File: config.mk
export PLATFORM = sky130hd
export DESIGN_NAME = battery_fault_led_ring_pattern
export DESIGN_NICKNAME = d
export VERILOG_FILES = /design/src/bflr_pkg.sv /design/src/bflr_div.sv /design/src/bflr_ctrl.sv /design/src/bflr_dp.sv /design/src/battery_fault_led_ring_pattern.sv
export SDC_FILE = /design/constraint.sdc
export NUM_CORES = 1
export LEC_CHECK = 0
export ABC_AREA = 1
export BUFFER_PORTS_ARGS = -buffer_cell sky130_fd_sc_hd__buf_2
export CAP_MARGIN = 20
export CORE_AREA = 4 4 144 146
export CTS_BUF_LIST = sky130_fd_sc_hd__clkbuf_4
export DETAILED_ROUTE_END_ITERATION = 6
export DIE_AREA = 0 0 148 150
export PLACE_DENSITY_LB_ADDON = 0.25
export SYNTH_ARGS = -nofsm -noshare
export SYNTH_HDL_FRONTEND = slang
export SYNTH_SLANG_ARGS = --single-unit
File: constraint.sdc
create_clock -name i_clk -period 6.4 [get_ports i_clk]
set_input_delay 1.28 -clock i_clk [delete_from_list [all_inputs] [get_ports i_clk]]
set_output_delay 1.28 -clock i_clk [all_outputs]
set_load 0.1 [all_outputs]
File: src/bflr_pkg.sv
// ============================================================================
// bflr_pkg
// Shared types and constants for the battery fault LED ring pattern block.
// ============================================================================
`default_nettype none

package bflr_pkg;

    // Input transaction kinds.
    localparam logic [1:0] KIND_TICK   = 2'd0;
    localparam logic [1:0] KIND_CELL   = 2'd1;
    localparam logic [1:0] KIND_RENDER = 2'd2;

    // Configuration port.
    localparam int CFG_IDX_W  = 3;
    localparam int CFG_DATA_W = 16;

    localparam logic [CFG_IDX_W-1:0] CFG_LED_COUNT      = 3'd0;
    localparam logic [CFG_IDX_W-1:0] CFG_TOGGLE_PERIOD  = 3'd1;
    localparam logic [CFG_IDX_W-1:0] CFG_GROUP_SIZE     = 3'd2;
    localparam logic [CFG_IDX_W-1:0] CFG_BAD_CELL_MV    = 3'd3;
    localparam logic [CFG_IDX_W-1:0] CFG_MIN_PRESENT_MV = 3'd4;
    localparam logic [CFG_IDX_W-1:0] CFG_RED_LEVEL      = 3'd5;

    localparam logic [6:0]  RST_LED_COUNT      = 7'd16;
    localparam logic [15:0] RST_TOGGLE_PERIOD  = 16'd500;
    localparam logic [6:0]  RST_GROUP_SIZE     = 7'd2;
    localparam logic [15:0] RST_BAD_CELL_MV    = 16'd3000;
    localparam logic [15:0] RST_MIN_PRESENT_MV = 16'd1000;
    localparam logic [7:0]  RST_RED_LEVEL      = 8'd255;

    // Sequential divider widths.
    localparam int DVD_W     = 17;
    localparam int DSR_W     = 16;
    localparam int DIV_CNT_W = 5;

    typedef struct packed {
        logic [1:0]  kind;
        logic [15:0] elapsed_ms;
        logic        battery_sel;
        logic [15:0] cell_voltage_mv;
        logic        last_cell;
    } t_in;

    typedef struct packed {
        logic [5:0] led_index;
        logic       paint_red;
        logic [7:0] red_value;
        logic       last_led;
    } t_out;

    typedef enum logic [1:0] {
        ST_IDLE,
        ST_TICK,
        ST_PREP,
        ST_RENDER
    } t_state;

    typedef struct packed {
        logic tick_start;
        logic tick_done;
        logic cell_upd;
        logic rnd_start;
        logic emit;
    } t_dp_cmd;

    typedef struct packed {
        logic div_done;
        logic n_zero;
        logic last_j;
        logic out_free;
    } t_dp_sts;

endpackage

`default_nettype wire

File: src/bflr_div.sv
// ============================================================================
// bflr_div
// Restoring divider, one quotient bit per cycle, shared by the tick and the
// render setup.
// ============================================================================
`default_nettype none

module bflr_div import bflr_pkg::*; (
    input  wire logic             i_clk,
    input  wire logic             i_rst_n,
    input  wire logic             i_start,
    input  wire logic [DVD_W-1:0] i_dividend,
    input  wire logic [DSR_W-1:0] i_divisor,
    output logic                  o_done,
    output logic                  o_quo_lsb,
    output logic [DSR_W-1:0]      o_rem
);

    logic [DIV_CNT_W-1:0] r_cnt;
    logic                 r_done;
    logic [DVD_W-1:0]     r_quo;
    logic [DSR_W-1:0]     r_rem;
    logic [DSR_W-1:0]     r_dsr;

    logic [DVD_W-1:0]     w_trial;
    logic                 w_qbit;
    logic [DSR_W-1:0]     n_rem;

    // The dividend shifts out at the top while quotient bits shift in below.
    always_comb begin
        w_trial = {r_rem, r_quo[DVD_W-1]};
        w_qbit  = (w_trial >= {1'b0, r_dsr});
        if (w_qbit) begin
            n_rem = DSR_W'(w_trial - {1'b0, r_dsr});
        end else begin
            n_rem = w_trial[DSR_W-1:0];
        end
    end

    always_ff @(posedge i_clk) begin
        if (!i_rst_n) begin
            r_cnt  <= '0;
            r_done <= 1'b0;
        end else if (i_start) begin
            r_cnt  <= DIV_CNT_W'(DVD_W);
            r_done <= 1'b0;
        end else if (r_cnt != '0) begin
            r_cnt <= r_cnt - 1'b1;
            if (r_cnt == DIV_CNT_W'(1)) begin
                r_done <= 1'b1;
            end
        end
    end

    always_ff @(posedge i_clk) begin
        if (i_start) begin
            r_quo <= i_dividend;
            r_rem <= '0;
            r_dsr <= i_divisor;
        end else if (r_cnt != '0) begin
            r_quo <= {r_quo[DVD_W-2:0], w_qbit};
            r_rem <= n_rem;
        end
    end

    assign o_done    = r_done;
    assign o_quo_lsb = r_quo[0];
    assign o_rem     = r_rem;

endmodule

`default_nettype wire

File: src/bflr_ctrl.sv
// ============================================================================
// bflr_ctrl
// Controller: accepts input transactions and sequences ticks and renders.
// ============================================================================
`default_nettype none

module bflr_ctrl import bflr_pkg::*; (
    input  wire logic       i_clk,
    input  wire logic       i_rst_n,
    input  wire logic       i_in_valid,
    input  wire logic [1:0] i_in_kind,
    input  wire t_dp_sts    i_sts,
    output logic            o_in_stall,
    output t_dp_cmd         o_cmd
);

    t_state r_state;
    t_state n_state;

    always_ff @(posedge i_clk) begin
        if (!i_rst_n) begin
            r_state <= ST_IDLE;
        end else begin
            r_state <= n_state;
        end
    end

    always_comb begin
        n_state    = r_state;
        o_cmd      = '0;
        o_in_stall = (r_state != ST_IDLE);
        case (r_state)
            ST_IDLE: begin
                if (i_in_valid) begin
                    case (i_in_kind)
                        KIND_TICK: begin
                            o_cmd.tick_start = 1'b1;
                            n_state          = ST_TICK;
                        end
                        KIND_CELL: begin
                            o_cmd.cell_upd = 1'b1;
                        end
                        KIND_RENDER: begin
                            // An empty ring renders nothing.
                            if (!i_sts.n_zero) begin
                                o_cmd.rnd_start = 1'b1;
                                n_state         = ST_PREP;
                            end
                        end
                        default: begin
                        end
                    endcase
                end
            end
            ST_TICK: begin
                if (i_sts.div_done) begin
                    o_cmd.tick_done = 1'b1;
                    n_state         = ST_IDLE;
                end
            end
            ST_PREP: begin
                if (i_sts.div_done) begin
                    n_state = ST_RENDER;
                end
            end
            ST_RENDER: begin
                if (i_sts.out_free) begin
                    o_cmd.emit = 1'b1;
                    if (i_sts.last_j) begin
                        n_state = ST_IDLE;
                    end
                end
            end
            default: begin
                n_state = ST_IDLE;
            end
        endcase
    end

endmodule

`default_nettype wire

File: src/bflr_dp.sv
// ============================================================================
// bflr_dp
// Datapath: configuration registers, blink timer, fault flags, segment
// trackers for both arcs and the output register.
// ============================================================================
`default_nettype none

module bflr_dp import bflr_pkg::*; #(
    parameter int MAX_LEDS = 64
) (
    input  wire logic                  i_clk,
    input  wire logic                  i_rst_n,
    input  wire logic                  i_cfg_we,
    input  wire logic [CFG_IDX_W-1:0]  i_cfg_idx,
    input  wire logic [CFG_DATA_W-1:0] i_cfg_data,
    input  wire t_in                   i_in,
    input  wire t_dp_cmd               i_cmd,
    output t_dp_sts                    o_sts,
    input  wire logic                  i_out_stall,
    output logic                       o_out_valid,
    output t_out                       o_out
);

    // Configuration registers.
    logic [6:0]  r_led_count;
    logic [15:0] r_period;
    logic [6:0]  r_group;
    logic [15:0] r_bad_mv;
    logic [15:0] r_pres_mv;
    logic [7:0]  r_red;

    // Block state.
    logic [15:0] r_accum;
    logic        r_phase;
    logic [1:0]  r_fault;
    logic [1:0]  r_bad_seen;
    logic [1:0]  r_pres_seen;

    // Render walk.
    logic [6:0]  r_j;
    logic [9:0]  r_r0;
    logic        r_p0;
    logic [9:0]  r_r1;
    logic        r_p1;

    logic        r_out_valid;
    t_out        r_out;

    logic [6:0]        w_n;
    logic [6:0]        w_g;
    logic [9:0]        w_seg;
    logic [15:0]       w_period;
    logic [DVD_W-1:0]  w_sum;
    logic              w_div_start;
    logic [DVD_W-1:0]  w_dividend;
    logic [DSR_W-1:0]  w_divisor;
    logic              w_div_done;
    logic              w_quo_lsb;
    logic [DSR_W-1:0]  w_rem;

    logic [9:0]  w_x0;
    logic [9:0]  w_2n;
    logic [10:0] w_x1;
    logic        w_in0;
    logic        w_in1;
    logic        w_first1;
    logic [9:0]  w_r1_eff;
    logic        w_p1_eff;
    logic [10:0] w_step0;
    logic [10:0] w_step1;
    logic        w_paint;
    logic        w_last;
    logic        w_cell_bad;
    logic        w_cell_pres;

    // Advance a segment position by one LED (four quarter units) and flip the
    // parity whenever a segment boundary is crossed. Returns {parity, pos}.
    function automatic logic [10:0] f_step(input logic [9:0] pos, input logic par,
                                           input logic [9:0] seg);
        logic [10:0] sum;
        logic [10:0] res;
        sum = {1'b0, pos} + 11'd4;
        if (sum >= {1'b0, seg}) begin
            res = {~par, 10'(sum - {1'b0, seg})};
        end else begin
            res = {par, sum[9:0]};
        end
        return res;
    endfunction

    always_ff @(posedge i_clk) begin
        if (!i_rst_n) begin
            r_led_count <= RST_LED_COUNT;
            r_period    <= RST_TOGGLE_PERIOD;
            r_group     <= RST_GROUP_SIZE;
            r_bad_mv    <= RST_BAD_CELL_MV;
            r_pres_mv   <= RST_MIN_PRESENT_MV;
            r_red       <= RST_RED_LEVEL;
        end else if (i_cfg_we) begin
            case (i_cfg_idx)
                CFG_LED_COUNT:      r_led_count <= i_cfg_data[6:0];
                CFG_TOGGLE_PERIOD:  r_period    <= i_cfg_data;
                CFG_GROUP_SIZE:     r_group     <= i_cfg_data[6:0];
                CFG_BAD_CELL_MV:    r_bad_mv    <= i_cfg_data;
                CFG_MIN_PRESENT_MV: r_pres_mv   <= i_cfg_data;
                CFG_RED_LEVEL:      r_red       <= i_cfg_data[7:0];
                default: begin
                end
            endcase
        end
    end

    always_comb begin
        if (32'(r_led_count) > MAX_LEDS) begin
            w_n = 7'(MAX_LEDS);
        end else begin
            w_n = r_led_count;
        end
        w_g      = (r_group == 7'd0) ? 7'd1 : r_group;
        w_seg    = {1'b0, w_g, 2'b00};
        w_period = (r_period == 16'd0) ? 16'd1 : r_period;
        w_sum    = {1'b0, r_accum} + {1'b0, i_in.elapsed_ms};
    end

    // A tick divides the accumulated time by the period. A render divides the
    // wrapped position of LED 0 in the second arc by the segment width.
    assign w_div_start = i_cmd.tick_start | i_cmd.rnd_start;
    assign w_dividend  = i_cmd.tick_start ? w_sum : {9'd0, w_n, 1'b0};
    assign w_divisor   = i_cmd.tick_start ? w_period : {6'd0, w_seg};

    bflr_div u_div (
        .i_clk      (i_clk),
        .i_rst_n    (i_rst_n),
        .i_start    (w_div_start),
        .i_dividend (w_dividend),
        .i_divisor  (w_divisor),
        .o_done     (w_div_done),
        .o_quo_lsb  (w_quo_lsb),
        .o_rem      (w_rem)
    );

    // Arc 0 covers LEDs whose offset 4j stays within 2N. Arc 1 covers LED 0
    // through the wrap, then every LED with 4j at or above 2N.
    always_comb begin
        w_x0     = {1'b0, r_j, 2'b00};
        w_2n     = {2'b00, w_n, 1'b0};
        w_x1     = {1'b0, w_x0} - {1'b0, w_2n};
        w_in0    = (w_x0 <= w_2n);
        w_in1    = (r_j == 7'd0) || !w_x1[10];
        w_first1 = !w_x1[10] && (w_x1[9:2] == 8'd0);
        if (w_first1) begin
            w_r1_eff = w_x1[9:0];
            w_p1_eff = 1'b0;
        end else begin
            w_r1_eff = r_r1;
            w_p1_eff = r_p1;
        end
        if (r_j == 7'd0) begin
            w_p1_eff = w_quo_lsb;
        end
        w_step0 = f_step(r_r0, r_p0, w_seg);
        w_step1 = f_step(w_r1_eff, w_p1_eff, w_seg);
        // An even segment is red when the phase is clear, an odd one when set.
        w_paint = (r_fault[0] && w_in0 && (r_p0 == r_phase)) ||
                  (r_fault[1] && w_in1 && (w_p1_eff == r_phase));
        w_last  = (({1'b0, r_j} + 8'd1) == {1'b0, w_n});
    end

    assign w_cell_bad  = (i_in.cell_voltage_mv < r_bad_mv);
    assign w_cell_pres = (i_in.cell_voltage_mv >= r_pres_mv);

    always_ff @(posedge i_clk) begin
        if (!i_rst_n) begin
            r_accum     <= '0;
            r_phase     <= 1'b0;
            r_fault     <= '0;
            r_bad_seen  <= '0;
            r_pres_seen <= '0;
        end else begin
            if (i_cmd.tick_done) begin
                r_accum <= w_rem;
                r_phase <= r_phase ^ w_quo_lsb;
            end
            if (i_cmd.cell_upd) begin
                if (i_in.last_cell) begin
                    r_fault[i_in.battery_sel]     <=
                        (r_bad_seen[i_in.battery_sel] | w_cell_bad) &
                        (r_pres_seen[i_in.battery_sel] | w_cell_pres);
                    r_bad_seen[i_in.battery_sel]  <= 1'b0;
                    r_pres_seen[i_in.battery_sel] <= 1'b0;
                end else begin
                    r_bad_seen[i_in.battery_sel]  <=
                        r_bad_seen[i_in.battery_sel] | w_cell_bad;
                    r_pres_seen[i_in.battery_sel] <=
                        r_pres_seen[i_in.battery_sel] | w_cell_pres;
                end
            end
        end
    end

    always_ff @(posedge i_clk) begin
        if (i_cmd.rnd_start) begin
            r_j  <= '0;
            r_r0 <= '0;
            r_p0 <= 1'b0;
            r_r1 <= '0;
            r_p1 <= 1'b0;
        end else if (i_cmd.emit) begin
            r_j  <= r_j + 1'b1;
            r_r0 <= w_step0[9:0];
            r_p0 <= w_step0[10];
            r_r1 <= w_step1[9:0];
            r_p1 <= w_step1[10];
        end
    end

    always_ff @(posedge i_clk) begin
        if (!i_rst_n) begin
            r_out_valid <= 1'b0;
        end else if (i_cmd.emit) begin
            r_out_valid <= 1'b1;
        end else if (!i_out_stall) begin
            r_out_valid <= 1'b0;
        end
    end

    always_ff @(posedge i_clk) begin
        if (i_cmd.emit) begin
            r_out.led_index <= r_j[5:0];
            r_out.paint_red <= w_paint;
            r_out.red_value <= w_paint ? r_red : 8'd0;
            r_out.last_led  <= w_last;
        end
    end

    always_comb begin
        o_sts.div_done = w_div_done;
        o_sts.n_zero   = (w_n == 7'd0);
        o_sts.last_j   = w_last;
        o_sts.out_free = !r_out_valid || !i_out_stall;
    end

    assign o_out_valid = r_out_valid;
    assign o_out       = r_out;

endmodule

`default_nettype wire

File: src/battery_fault_led_ring_pattern.sv
// ============================================================================
// battery_fault_led_ring_pattern
// Blinking fault pattern for an LED ring shared by two batteries.
// ============================================================================
//
//  Channel   Valid        Stall        Payload       Direction
//  input     i_in_valid   o_in_stall   i_in  (t_in)  tick, cell report, render
//  output    o_out_valid  i_out_stall  o_out (t_out) one transaction per LED
//  config    i_cfg_we     -            i_cfg_idx, i_cfg_data
//
//  A cell report is taken without a stall. A tick stalls the input while the
//  17-step restoring divider splits the elapsed time into periods.
//  A render first runs the same divider to place LED 0 in the second arc
//  and then emits one LED per cycle while the output is not stalled.
//  A stalled output holds its transaction; the walk waits behind it.
//  Reset is synchronous and restores the register defaults and clears all
//  fault and blink state.
//
`default_nettype none

module battery_fault_led_ring_pattern import bflr_pkg::*; #(
    parameter int MAX_LEDS = 64
) (
    input  wire logic                  i_clk,
    input  wire logic                  i_rst_n,
    input  wire logic                  i_in_valid,
    output logic                       o_in_stall,
    input  wire t_in                   i_in,
    output logic                       o_out_valid,
    input  wire logic                  i_out_stall,
    output t_out                       o_out,
    input  wire logic                  i_cfg_we,
    input  wire logic [CFG_IDX_W-1:0]  i_cfg_idx,
    input  wire logic [CFG_DATA_W-1:0] i_cfg_data
);

    t_dp_cmd w_cmd;
    t_dp_sts w_sts;

    bflr_ctrl u_ctrl (
        .i_clk      (i_clk),
        .i_rst_n    (i_rst_n),
        .i_in_valid (i_in_valid),
        .i_in_kind  (i_in.kind),
        .i_sts      (w_sts),
        .o_in_stall (o_in_stall),
        .o_cmd      (w_cmd)
    );

    bflr_dp #(
        .MAX_LEDS (MAX_LEDS)
    ) u_dp (
        .i_clk       (i_clk),
        .i_rst_n     (i_rst_n),
        .i_cfg_we    (i_cfg_we),
        .i_cfg_idx   (i_cfg_idx),
        .i_cfg_data  (i_cfg_data),
        .i_in        (i_in),
        .i_cmd       (w_cmd),
        .o_sts       (w_sts),
        .i_out_stall (i_out_stall),
        .o_out_valid (o_out_valid),
        .o_out       (o_out)
    );

endmodule

`default_nettype wire

==> flow_summary.yaml <==
global_routing:
  grt_usage_pct: 24.2
  antenna_found_initial: 1
  grt_pass1_vias: 9277
  gr-total-overflow: 0
  grt_pass1_wl_mm: 44.0
  grt_max_degree: 92
logic_synthesis:
  synth_area_per_cell_um2: 7.70
  synth-adder-area-share_pct: 10.6
  postSynthCellCount: 1498
  ys_seq_area_share_pct: 37.9
  synth-compound-area-share_pct: 18.0
  synth_edf_count: 49
  synthSimpleGateAreaFrac_pct: 20.9
  synth_async_sr_flop_share_pct: 0
  yosys-top-cells-area: "dfxtp_1 25%, edfxtp_1 13%, ha_1 9.8%"
  synth_xor_area_share_pct: 3.34
  synth_top_area_share_pct: 25.2
  yosys_warnings: 0
  netlist_area_um2: 11500
  synth_top_cell_by_area: "dfxtp_1"
  synth_cell_types: 61
  synth_nets: 1653
  muxShareOfSynthArea_pct: 0.0868
  ys_ff_latch: 194
  synth_top_family_by_area: "simple AND/OR/NAND/NOR gates"
  yosys_most_used_dff: "dfxtp_1"
die:
  start_util_pct: 59.4
  io_pins: 78
  dieWidth_um: 148
  die_area_um2: 22200
  die_h_um: 150
  core_region_area_um2: 19400
  rows: 51
clock_tree:
  cts_root_buffer: "clkbuf_4"
  numClockSinks: 194
  hold_buffers: 0
  cts_setup_buffers: 0
  clockBufferDepth: 2
  clkSlewWorstSetupHoldPaths_ns: 0.15
  post_cts_resized: 0
  insertion_delay_ns: 0.58
  cts-htree-levels: 4
  cts_tree: "done"
  numCtsBuffers: 17
detailed_routing:
  remaining_drc_errors: 0
  drtAntennaViolNets: 0
  finalWirelength_mm: 26.7
  drt_first_pass_iters: 5
  wl_per_cell_um: 14.5
  drt_iter0_markers: 787
  via_count: 9976
  viasPerCell: 5.42
sta:
  fmax_ghz: 0.209
  finalMaxSlewViolations: 0
  fin_setup_tns_ns: 0
  hold_viol: 0
  period_share_pct: 74.9
  whs_ns: 0.465
  finalSetupViolCount: 0
  worst_pin_slew_ns: 1.01
  fin_crit_ns: 4.79
  skew_ns: 0.0214
  rsz0062_at_grt: "no"
  relSlewSlack_pct: 32.3
layout:
  drive_gt1_share_pct: 12.2
  multi_input_area_um2: 6120
  area_growth_syn_to_layout_pct: 8.41
  fin_cells: 1839
  regArea_um2: 4370
  fillers: 1725
  nNetsFinal: 1715
power_and_ir_drop:
  combPwrFrac_pct: 32.6
  clockPowerShare_pct: 23.1
  irDropWorstVdd_mv: 0.164
  p_leak_uw: 0.00592
  p_per_area_nw_per_um2: 278
  pwr-share-seq_pct: 44.3
  switching_share_pct: 36.0
  internal_power_uw: 2230
  p_total_uw: 3470
  power.switching_uw: 1250
critical_path:
  crit_top_cell: "nand2_1"
  cpPeakStageDelay_ns: 0.41
  slowest_stage: "ha_1"
  reg2reg_from: "u_dp.r_led_count[5]$_SDFFE_PN0P_"
  crit_arrival_ns: 5.28
  criticalPathCategory: "reg -> reg"
  cp-start-kind: "flip-flop"
  crit_buf_inv: 4
  setup.worst_path.end_class: "flip-flop"
  cp_max_fo: 18
  worstPathRequired_ns: 6.89
  crit_start: "u_dp.r_led_count[5]$_SDFFE_PN0P_"
  cp_top_family: "simple AND/OR/NAND/NOR gates"
placement:
  hpwlAfterDp_mm: 20.1
  io_buffers: 77
  place_congestion: 0.910
  placedCellCount: 1805
run_status:
  status: "finished, final reports clean"
job:
  maxCapViolCount: 0
min_path:
  min_from: "u_dp.r_r1[1]$_SDFFE_PP0P_"
  hp-class: "reg -> reg"
==> power by group through the flow <==
stage | logic [uW] | clock network [uW] | registers (uW)
2_1_floorplan | 887 | 0 | 1530
3_3_place_gp | 1100 | 0 | 1560
3_5_place_dp | 1120 | 0 | 1560
4_1_cts | 1130 | 817 | 1540
5_1_grt | 1300 | 864 | 1560
6_report | 1130 | 803 | 1540
==> stage by stage <==
step	utilization, %	instance area, um^2	worst slack (ns)
floorplan	-	11500	2.17
global placement	62.5	12100	1.85
detailed placement	62.5	12100	1.73
CTS	64.3	12500	1.68
global route	64.4	12500	1.21
finish	64.4	12500	1.61
==> cell usage in the layout, fill, tap and decap left out, types with 3 or more instances in the layout <==
cell type / synthesis / final
inv_1: 216 / 216
nand3_2: 9 / 9
inv_2: 7 / 7
inv_6: 0 / 3
ha_1: 90 / 90
nor4_1: 6 / 6
buf_4: 0 / 6
bufinv_16: 0 / 5
edfxtp_1: 49 / 49
fa_1: 5 / 5
a31oi_1: 11 / 11
nor3_1: 17 / 17
nand2_4: 5 / 5
o21a_1: 4 / 4
o22ai_1: 9 / 9
nor2_2: 11 / 12
dfxtp_1: 145 / 145
nor2_4: 4 / 5
nand2_1: 264 / 264
or2_2: 7 / 7
a21oi_2: 6 / 6
xor2_1: 31 / 31
a21o_1: 3 / 3
nor2_1: 108 / 106
o21ai_0: 131 / 131
clkbuf_4: 0 / 19
nand2_2: 12 / 12
a21oi_1: 147 / 147
xnor2_1: 13 / 13
buf_2: 5 / 77
nand3_1: 58 / 58
o21bai_1: 6 / 6
o21ai_1: 8 / 8
nand4_1: 18 / 18
a211oi_1: 4 / 4
o211ai_1: 21 / 21
==> metal layers <==
layer	track usage, %	vias up	part of all wire, %
li1	-	5125	-
met1	33.5	4524	47
met2	39.2	281	45
met3	3.73	46	5.6
met4	7.85	0	2.5
met5	0	-	0
==> logic make-up after synthesis <==
family / count (synthesis)
compound gates: 368
xor+xnor: 44
fa+ha+maj: 95
buf+inv: 269
flops: 194
mux: 1
simple gates: 527
==> cells in the mapped netlist, drive strengths merged (17+ instances only) <==
master / n
o21ai: 140
o211ai: 21
dfxtp: 145
a21oi: 155
nand2: 283
inv: 225
clkbuf: 31
nand4: 19
xor2: 31
nor2: 124
edfxtp: 49
ha: 90
nor3: 17
nand3: 68
==> area by class of cell <==
| class | count | area share, % |
|---|---|---|
| multi-input combinational | 1035 | 48.9 |
| sequential | 194 | 35.0 |
| inverter | 228 | 6.90 |
| timing repair buffer | 84 | 3.56 |
| tap | 265 | 2.65 |
| clock inverter | 13 | 1.79 |
| clock buffer | 19 | 1.14 |
| antenna | 1 | 0.0200 |
==> worst min-delay path, stage by stage (launching register included) <==
cell	delay, ns
dfxtp_1	0.33
inv_1	0.06
a21oi_1	0.05
==> path summary, 6_finish.rpt <==
check / endpoint / slack [ns] / cells after the start
min: u_dp.r_r1[1]$_SDFFE_PP0P_ / 0.46 / 2
min reg2reg: u_dp.r_r1[1]$_SDFFE_PP0P_ / 0.46 / 2
max reg2reg: u_dp.r_p1$_SDFFE_PP0P_ / 1.61 / 33
max: u_dp.r_p1$_SDFFE_PP0P_ / 1.61 / 33
==> state kept, by name, indices dropped and copies added (netlist names), 2 cells and up <==
signal and cells:
u_ctrl.r_state 2, u_dp.r_fault 2, u_dp.r_accum 16, u_dp.r_period 16, u_dp.r_pres_mv 16, u_dp.r_pres_seen 2
u_dp.o_out 16, u_dp.r_bad_seen 2, u_dp.r_group 7, u_dp.r_bad_mv 16, u_dp.r_red 8, u_dp.r_j 7
u_dp.r_r1 10, u_dp.u_div.r_quo 17, u_dp.r_r0 8, u_dp.u_div.o_rem 16, u_dp.u_div.r_dsr 16, u_dp.r_led_count 7
u_dp.u_div.r_cnt 5
Note: power is estimated with default switching activity, not from simulation.
